## config.mk

```make
export PLATFORM = sky130hd
export DESIGN_NAME = circle_wipe_row_mask_unit_flat
export DESIGN_NICKNAME = d
export VERILOG_FILES = /design/src/hw/rtl/cwm_pkg.sv /design/src/hw/rtl/cwm_if.sv /design/src/hw/rtl/cwm_packer.sv /design/src/hw/rtl/circle_wipe_row_mask_unit.sv /design/src/flat_wrapper.sv
export SDC_FILE = /design/constraint.sdc
export NUM_CORES = 1
export LEC_CHECK = 0
export BUFFER_PORTS_ARGS = -buffer_cell sky130_fd_sc_hd__buf_2
export CORE_MARGIN = 5
export CORE_UTILIZATION = 50
export DETAILED_ROUTE_END_ITERATION = 8
export GPL_TIMING_DRIVEN = 0
export PLACE_DENSITY = 0.67
export SETUP_SLACK_MARGIN = 0.3
export SLEW_MARGIN = 15
export SYNTH_ARGS = -nofsm -noshare
export SYNTH_HDL_FRONTEND = slang
export SYNTH_SLANG_ARGS = --single-unit
```

## constraint.sdc

```tcl
create_clock -name clk -period 6.2 [get_ports clk]
set_clock_uncertainty 0.1 [all_clocks]
set_input_delay 0.31 -clock clk [delete_from_list [all_inputs] [get_ports clk]]
set_output_delay 0.31 -clock clk [all_outputs]
set_load 0.005 [all_outputs]
```

## src/hw/rtl/cwm_pkg.sv

```systemverilog
// Package for the circle wipe row mask block: edge constants and mask types.
// No dependencies; used by cwm_packer and circle_wipe_row_mask_unit.
package cwm_pkg;

    localparam int unsigned NUM_COLS   = 40;
    localparam logic [4:0]  CENTER_COL = 5'd20;
    localparam logic [4:0]  LEFT_START = 5'd21;   // left edge plus one at frame start
    localparam logic [5:0]  RIGHT_START = 6'd20;
    localparam logic [5:0]  LAST_COL   = 6'd39;
    localparam logic [16:0] STEP_ADD   = 17'd49;

    typedef logic [NUM_COLS-1:0] cwm_cols_t;

    // Six playfield register bytes for one row.
    typedef struct packed {
        logic [7:0] left_pf0;
        logic [7:0] left_pf1;
        logic [7:0] left_pf2;
        logic [7:0] right_pf0;
        logic [7:0] right_pf1;
        logic [7:0] right_pf2;
    } cwm_mask_t;

endpackage

```

## src/hw/rtl/cwm_if.sv

```systemverilog
// Valid/ready channel interfaces for the circle wipe row mask block.
// No dependencies.
interface cwm_req_if;
    logic        valid;
    logic        ready;
    logic        first_row;
    logic [15:0] radius_sq;

    modport source (output valid, output first_row, output radius_sq, input ready);
    modport sink   (input valid, input first_row, input radius_sq, output ready);
endinterface

interface cwm_rsp_if;
    logic       valid;
    logic       ready;
    logic [6:0] row_top;
    logic [7:0] row_bottom;
    logic [7:0] mask_left_pf0;
    logic [7:0] mask_left_pf1;
    logic [7:0] mask_left_pf2;
    logic [7:0] mask_right_pf0;
    logic [7:0] mask_right_pf1;
    logic [7:0] mask_right_pf2;
    logic       last_row;

    modport source (
        output valid, output row_top, output row_bottom,
        output mask_left_pf0, output mask_left_pf1, output mask_left_pf2,
        output mask_right_pf0, output mask_right_pf1, output mask_right_pf2,
        output last_row, input ready
    );
    modport sink (
        input valid, input row_top, input row_bottom,
        input mask_left_pf0, input mask_left_pf1, input mask_left_pf2,
        input mask_right_pf0, input mask_right_pf1, input mask_right_pf2,
        input last_row, output ready
    );
endinterface

```

## src/hw/rtl/cwm_packer.sv

```systemverilog
// Packs the 40 column bits into playfield register byte order.
// Depends on cwm_pkg.
module cwm_packer
    import cwm_pkg::*;
(
    input  cwm_cols_t cols,
    output cwm_mask_t mask
);

    always_comb
    begin
        mask = '0;
        for (int i = 0; i < 4; i++)
        begin
            mask.left_pf0[4+i]  = cols[i];
            mask.right_pf0[4+i] = cols[20+i];
        end
        for (int i = 0; i < 8; i++)
        begin
            // PF1 is reversed, PF2 is straight
            mask.left_pf1[7-i]  = cols[4+i];
            mask.right_pf1[7-i] = cols[24+i];
            mask.left_pf2[i]    = cols[12+i];
            mask.right_pf2[i]   = cols[32+i];
        end
    end

endmodule

```

## src/hw/rtl/circle_wipe_row_mask_unit.sv

```systemverilog
// Top level of the circle wipe row mask block: sequencer, shared squarer, widen loop.
// Depends on cwm_pkg, cwm_if (cwm_req_if, cwm_rsp_if) and cwm_packer.
//
// Usage:
//   req carries one beat per scanline: first_row restarts the frame (column bits
//   cleared, edges back to column 20, row zero), radius_sq is the squared radius.
//   rsp returns one beat per req beat: row index, mirrored bottom row, six mask
//   bytes in playfield order and a flag on the last row above the center.
// Sequence:
//   A beat passes from acceptance through ST_SQ_DX and ST_SQ_DY on one shared
//   8x8 squarer for the row distance, then through the widen loop, one edge step
//   per cycle through a single add/compare for n edge widening steps (0..21), and
//   last through ST_DONE into the output register.
//   req.ready is high only in idle, so a new beat is taken only once the last is done.
// Output:
//   Results sit in an output register; a new req beat is taken while a result
//   still waits. If the receiver stalls, a finished row holds in the sequencer
//   until the output register frees up.
// Reset:
//   rst_n clears the column bits and row counter, sets the edges back to column 20 and empties the output.
module circle_wipe_row_mask_unit
    import cwm_pkg::*;
#(
    parameter int ARENA_ROWS = 192
)
(
    input logic      clk,
    input logic      rst_n,
    cwm_req_if.sink  req,
    cwm_rsp_if.source rsp
);

    localparam int CENTER = ARENA_ROWS / 2;
    localparam logic [7:0] CENTER_V  = 8'(CENTER);
    localparam logic [6:0] LAST_V    = 7'(CENTER - 1);
    localparam logic [8:0] ROWS_M1_V = 9'(ARENA_ROWS - 1);

    typedef enum logic [2:0] {
        ST_IDLE,
        ST_SQ_DX,   // dist = dx^2
        ST_SQ_DY,   // dist += dy^2
        ST_WIDEN,   // one edge step per cycle
        ST_DONE     // wait for output register
    } state_t;

    state_t      state_reg, state_next;
    cwm_cols_t   cols_reg, cols_next;
    logic [4:0]  lep1_reg, lep1_next;     // left edge plus one
    logic [5:0]  redge_reg, redge_next;
    logic [6:0]  rowcnt_reg, rowcnt_next;
    logic [6:0]  row_reg, row_next;
    logic [15:0] r2_reg, r2_next;
    logic [16:0] dist_reg, dist_next;
    logic [7:0]  sq_op_reg, sq_op_next;   // squarer operand

    logic        out_valid_reg, out_valid_next;
    logic [6:0]  out_row_reg, out_row_next;
    logic [7:0]  out_bot_reg, out_bot_next;
    cwm_mask_t   out_mask_reg, out_mask_next;
    logic        out_last_reg, out_last_next;

    logic        req_fire;
    logic        out_free;
    logic [15:0] sq;
    logic [4:0]  lep1_eff;
    logic [7:0]  dx;
    logic [7:0]  dy;
    logic        widen;
    logic [5:0]  left_idx;
    cwm_mask_t   packed_mask;
    logic [8:0]  bot_full;

    cwm_packer u_packer (
        .cols (cols_reg),
        .mask (packed_mask)
    );

    assign req.ready = (state_reg == ST_IDLE);
    assign req_fire  = req.valid && req.ready;
    assign out_free  = !out_valid_reg || rsp.ready;

    // Shared squarer
    assign sq = sq_op_reg * sq_op_reg;

    assign lep1_eff = req.first_row ? LEFT_START : lep1_reg;
    assign dx       = 8'(5'(LEFT_START - lep1_eff)) * 8'd7;
    assign dy       = CENTER_V - {1'b0, row_reg};
    assign widen    = ({1'b0, dist_reg} < {2'b00, r2_reg}) && (lep1_reg != 5'd0);
    assign left_idx = {1'b0, lep1_reg - 5'd1};
    assign bot_full = ROWS_M1_V - {2'b00, row_reg};

    always_comb
    begin
        state_next     = state_reg;
        cols_next      = cols_reg;
        lep1_next      = lep1_reg;
        redge_next     = redge_reg;
        rowcnt_next    = rowcnt_reg;
        row_next       = row_reg;
        r2_next        = r2_reg;
        dist_next      = dist_reg;
        sq_op_next     = sq_op_reg;
        out_valid_next = out_valid_reg && !rsp.ready;
        out_row_next   = out_row_reg;
        out_bot_next   = out_bot_reg;
        out_mask_next  = out_mask_reg;
        out_last_next  = out_last_reg;

        unique case (state_reg)
            ST_IDLE:
            begin
                if (req_fire)
                begin
                    if (req.first_row)
                    begin
                        cols_next  = '0;
                        lep1_next  = LEFT_START;
                        redge_next = RIGHT_START;
                        row_next   = '0;
                    end
                    else
                    begin
                        row_next = rowcnt_reg;
                    end
                    r2_next    = req.radius_sq;
                    sq_op_next = dx;
                    state_next = ST_SQ_DX;
                end
            end
            ST_SQ_DX:
            begin
                dist_next  = {1'b0, sq};
                sq_op_next = dy;
                state_next = ST_SQ_DY;
            end
            ST_SQ_DY:
            begin
                dist_next  = dist_reg + {1'b0, sq};
                state_next = ST_WIDEN;
            end
            ST_WIDEN:
            begin
                if (widen)
                begin
                    cols_next = cols_reg | (cwm_cols_t'(1) << left_idx)
                                         | (cwm_cols_t'(1) << redge_reg);
                    lep1_next = lep1_reg - 5'd1;
                    if (redge_reg < LAST_COL)
                        redge_next = redge_reg + 6'd1;
                    dist_next = dist_reg + STEP_ADD;
                end
                else
                begin
                    state_next = ST_DONE;
                end
            end
            ST_DONE:
            begin
                if (out_free)
                begin
                    out_valid_next = 1'b1;
                    out_row_next   = row_reg;
                    out_bot_next   = bot_full[7:0];
                    out_mask_next  = packed_mask;
                    out_last_next  = (row_reg >= LAST_V);
                    // Row counter holds on the last row until a restart
                    rowcnt_next    = (row_reg < LAST_V) ? row_reg + 7'd1 : LAST_V;
                    state_next     = ST_IDLE;
                end
            end
            default:
            begin
                state_next = ST_IDLE;
            end
        endcase
    end

    always_ff @(posedge clk or negedge rst_n)
    begin
        if (!rst_n)
        begin
            state_reg     <= ST_IDLE;
            cols_reg      <= '0;
            lep1_reg      <= LEFT_START;
            redge_reg     <= RIGHT_START;
            rowcnt_reg    <= '0;
            out_valid_reg <= 1'b0;
        end
        else
        begin
            state_reg     <= state_next;
            cols_reg      <= cols_next;
            lep1_reg      <= lep1_next;
            redge_reg     <= redge_next;
            rowcnt_reg    <= rowcnt_next;
            out_valid_reg <= out_valid_next;
        end
    end

    // Payload, no reset
    always_ff @(posedge clk)
    begin
        row_reg      <= row_next;
        r2_reg       <= r2_next;
        dist_reg     <= dist_next;
        sq_op_reg    <= sq_op_next;
        out_row_reg  <= out_row_next;
        out_bot_reg  <= out_bot_next;
        out_mask_reg <= out_mask_next;
        out_last_reg <= out_last_next;
    end

    assign rsp.valid          = out_valid_reg;
    assign rsp.row_top        = out_row_reg;
    assign rsp.row_bottom     = out_bot_reg;
    assign rsp.mask_left_pf0  = out_mask_reg.left_pf0;
    assign rsp.mask_left_pf1  = out_mask_reg.left_pf1;
    assign rsp.mask_left_pf2  = out_mask_reg.left_pf2;
    assign rsp.mask_right_pf0 = out_mask_reg.right_pf0;
    assign rsp.mask_right_pf1 = out_mask_reg.right_pf1;
    assign rsp.mask_right_pf2 = out_mask_reg.right_pf2;
    assign rsp.last_row       = out_last_reg;

endmodule

```

## src/flat_wrapper.sv

```systemverilog
// flat-port wrapper written by rule: the top's interface ports become plain ports
module circle_wipe_row_mask_unit_flat import cwm_pkg::*;
#(
    parameter int ARENA_ROWS = 192
)
  (clk, rst_n, req_valid, req_first_row, req_radius_sq, req_ready, rsp_valid, rsp_row_top, rsp_row_bottom, rsp_mask_left_pf0, rsp_mask_left_pf1, rsp_mask_left_pf2, rsp_mask_right_pf0, rsp_mask_right_pf1, rsp_mask_right_pf2, rsp_last_row, rsp_ready);
  cwm_req_if req_i ();
  cwm_rsp_if rsp_i ();
  input logic clk;
  input logic rst_n;
  input wire logic [$bits(req_i.valid)-1:0] req_valid;
  input wire logic [$bits(req_i.first_row)-1:0] req_first_row;
  input wire logic [$bits(req_i.radius_sq)-1:0] req_radius_sq;
  output wire logic [$bits(req_i.ready)-1:0] req_ready;
  output wire logic [$bits(rsp_i.valid)-1:0] rsp_valid;
  output wire logic [$bits(rsp_i.row_top)-1:0] rsp_row_top;
  output wire logic [$bits(rsp_i.row_bottom)-1:0] rsp_row_bottom;
  output wire logic [$bits(rsp_i.mask_left_pf0)-1:0] rsp_mask_left_pf0;
  output wire logic [$bits(rsp_i.mask_left_pf1)-1:0] rsp_mask_left_pf1;
  output wire logic [$bits(rsp_i.mask_left_pf2)-1:0] rsp_mask_left_pf2;
  output wire logic [$bits(rsp_i.mask_right_pf0)-1:0] rsp_mask_right_pf0;
  output wire logic [$bits(rsp_i.mask_right_pf1)-1:0] rsp_mask_right_pf1;
  output wire logic [$bits(rsp_i.mask_right_pf2)-1:0] rsp_mask_right_pf2;
  output wire logic [$bits(rsp_i.last_row)-1:0] rsp_last_row;
  input wire logic [$bits(rsp_i.ready)-1:0] rsp_ready;
  assign req_i.valid = req_valid;
  assign req_i.first_row = req_first_row;
  assign req_i.radius_sq = req_radius_sq;
  assign req_ready = req_i.ready;
  assign rsp_valid = rsp_i.valid;
  assign rsp_row_top = rsp_i.row_top;
  assign rsp_row_bottom = rsp_i.row_bottom;
  assign rsp_mask_left_pf0 = rsp_i.mask_left_pf0;
  assign rsp_mask_left_pf1 = rsp_i.mask_left_pf1;
  assign rsp_mask_left_pf2 = rsp_i.mask_left_pf2;
  assign rsp_mask_right_pf0 = rsp_i.mask_right_pf0;
  assign rsp_mask_right_pf1 = rsp_i.mask_right_pf1;
  assign rsp_mask_right_pf2 = rsp_i.mask_right_pf2;
  assign rsp_last_row = rsp_i.last_row;
  assign rsp_i.ready = rsp_ready;
  circle_wipe_row_mask_unit #(.ARENA_ROWS(ARENA_ROWS)) u_core (.clk(clk), .rst_n(rst_n), .req(req_i), .rsp(rsp_i));
endmodule
```

==> impl_results.md <==
- Status: completed
- Post-route minimum period: between 5 and 6 ns
- Fin cells: 1,340
- # IOs: between 80 and 90
- DR vias/cell: between 5 and 6
- RSZ-0062 raised after global routing: no
- Critical Path End Type: flip-flop
- Crit-path max FO: 4
- Max cap viols: 0
- Total CTS buffers: 17
- Tot GR Track Use: 19.9%
- Gr ovfl total: 0
- CP Launch Type: flip-flop
- Max Buffers Root-to-Sink: 2
- DIE AREA: 0.0224 mm^2
- FF-to-FF End: u_core.dist_reg[15]
- Compound-Gate Fraction of Synth Area: between 10% and 20%
- Hold crit path type: input pin to flip-flop
- Min Hold Slack: 0.0862 ns
- R2R depth: 22
- Crit-path slowest cell: fa_1
- Synth Area in Simple Gates: around 13%
- Die width: about 150 um
- Via Count: 7,201
- Wire per inst: 16.3 um
- Final Max Tran Viols: 0
- Number of global-route vias before repair: 6,918
- Critical Path Max Stage Delay: about 0.55 ns
- Initial antenna violation count: 0
- Core box area: 0.0193 mm^2
- Avg Cell Area, Syn: 10.7 um^2
- Mux cell area share after synthesis: 1.38%
- WP data arrival: roughly 5.8 ns
- Post-Synth Adder-Cell Area: between 15 and 20%
- Clock transition at path regs: roughly 0.07 ns
- TNS Setup: 0 ns
- Row count: a little over 50
- Xor and xnor area share after synthesis: just under 4%
- F_max: roughly 180 MHz
- Post-synth top area share: 31.7%
- DP Cell Count: about 1,300
- Die H: between 100 and 150 um
- CTS root buf: clkbuf_16
- Max FFs per register: 40
- Post-synthesis cell count: 910
- R2R Path Start: u_core.sq_op_reg[1]
- Nets: about 1,200
- Async SR Flop Fraction: between 30% and 40%
- CTS sink count: 165
- R2R Setup Slk: between 0.4 and 0.5 ns
- Cell mode on critical path: fa_1
- DR pass1 iterations: 5
- Slew margin rel.: between 30 and 40%
- Final Wtd Congestion: ~0.9
- Worst path required time: ~6.3 ns
- Clock latency on the worst-skew pair: approximately 0.43 ns
- DRC errors left: 0
- Critical path class: flip-flop to flip-flop
- H-Tree Depth: 4
- Share of post-route cells with drive strength above 1: between 20 and 25%
- CP cell instances: and2_4 > fa_1 > fa_1 > inv_1 > fa_1 > fa_1 > inv_1 > ha_4 > o21a_1 > o21a_1 > o22ai_4 > o21bai_4 > xnor2_2 > nor2_1 > ha_1 > buf_4 > nand2_1 > o21ai_0 > a31oi_1 > o21ai_2 > xnor2_1 > mux2i_1
- Number of synthesized flops with an enable pin: 103
- Hold Fails Final Rpt: 0
- Antenna diodes: 0
- Starting Density: approximately 50%
- Worst-Margin Slew: about 0.93 ns
- Slack of the critical path: 0.496 ns
- Post-Syn Area: ~0.0098 mm^2
- Largest family of logic cells by synthesized area: adder cells
- Final setup violation count: 0
- Crit path capture: u_core.dist_reg[15]
- DPL Wire Length: between 15,000 and 20,000 um
- WL final: 21,900 um
- Count of different cell masters after synthesis: 64
- CP startpoint: u_core.sq_op_reg[1]
- Final ANT Viol Nets: 0
- Initial detailed-routing violation count: approximately 550
- First-pass GRT wire length: 35,200 um
- Port bufs: 78
- Largest net degree at the start of global routing: approximately 40
- Seq/Total Area, Yosys: 47.6%
- TritonCTS clock tree: done
- Place WS: roughly 0.019 ns
- Tcrit/Tclk final: between 90% and 100%
- Area grow syn2layout: 21.3%
- Cell accounting for the most synthesized area: edfxtp_1
- Most common flop cell mapped by yosys: edfxtp_1
- Synth top area cells: edfxtp_1, dfrtp_1, ha_1, fa_1, inv_1
- Synth warn: 0
- #FFs+latches synth: between 150 and 200
-- routing by layer --
| layer | up-vias | GRT usage, % | share of wire, % | routed length [um] |
|---|---|---|---|---|
| met2 | 213 | 30.1 | 45 | 9930 |
| met1 | 3449 | 30.1 | 48 | 10500 |
| met5 | - | 0 | 0 | 0 |
| met3 | 27 | 2.91 | 5.2 | 1150 |
| li1 | 3512 | - | - | - |
| met4 | 0 | 5.63 | 1.5 | 330 |
-- critical path: cells and delay by family (launching register included) --
family	cells	cell delay [ns]
flops	1	0.49
fa+ha+maj	6	2.64
buf+inv	3	0.27
compound gates	7	1.08
mux	1	0.08
simple gates	3	0.36
xor+xnor	2	0.40
-- worst min-delay path by stage --
stage | startpoint | endpoint | cells after the start
after global routing | rsp_ready | u_core.rsp.valid | 3
after global placement | u_core.cols_reg[32] | u_core.rsp.mask_right_pf2[0] | 0
final | rsp_ready | u_core.rsp.valid | 3
after detailed placement | rst_n | u_core.cols_reg[20] | 1
after floorplan | rst_n | u_core.cols_reg[0] | 0
after CTS | rsp_ready | u_core.rsp.valid | 3
-- cell families after synthesis --
logic type                 Yosys count
AOI/OAI and AO/OA                  194
xor gates and xnor gates            43
adders and majority gates          108
buffers and inverters              131
DFF                                165
muxes                               13
other                                2
and+or+nand+nor                    254
-- layout by cell type (no fill, tap or decap), drive strengths merged, types with 7 or more instances in the layout --
master / Yosys / final
xor2: 14 / 14
mux2i: 9 / 9
xnor2: 29 / 29
a22oi: 8 / 8
o21a: 8 / 8
a21oi: 41 / 41
nand4: 8 / 8
a211oi: 7 / 7
edfxtp: 103 / 103
nor2b: 17 / 17
conb: 2 / 10
a32oi: 26 / 26
buf: 20 / 128
dfrtp: 57 / 57
and2: 27 / 27
clkbuf: 19 / 36
nand2b: 12 / 12
dlygate4sd3: 0 / 17
nor3: 13 / 13
nand3: 15 / 15
inv: 92 / 101
o21ai: 61 / 61
nor2: 45 / 45
nand2: 91 / 91
fa: 27 / 27
ha: 81 / 81
-- timing repair --
item,4_1_cts,5_1_grt
resized for setup,3,50
pin swaps,1,19
hold endpoints to repair,41,0
setup endpoints to repair,4,7
buffers inserted,10,17
hold buffers,17,0
-- cell usage after synthesis (9+ instances only) --
cell type,count
inv_1,92
nor2_1,45
a21oi_1,41
o21ai_0,48
xnor2_1,29
xor2_1,14
clkbuf_1,18
and2_1,27
ha_1,81
nor2b_1,17
nor3_1,12
nand2_1,91
a32oi_1,26
nand2b_1,12
fa_1,27
buf_4,11
mux2i_1,9
edfxtp_1,103
dfrtp_1,57
o21ai_1,13
nand3_1,14
-- final cells by class --
cell class	count	area (um^2)
Clock buffer	17	425
Buffer	39	196
Tap cell	265	332
Sequential cell	165	4650
Fill cell	1545	7490
Timing Repair Buffer	125	825
Multi-Input combinational cell	622	4900
Clock inverter	15	173
Inverter	92	345
-- per-stage QoR --
step / area, um^2 / utilization (%)
finish: 11800 / 61.3
global route: 11800 / 61.3
CTS: 11400 / 59.2
detailed placement: 10600 / 54.8
global placement: 10500 / 54.4
floorplan: 9800 / -
Power is left out: the tool's default activity adds up to more than one toggle a clock period on the data nets, which glitch-free logic cannot reach.
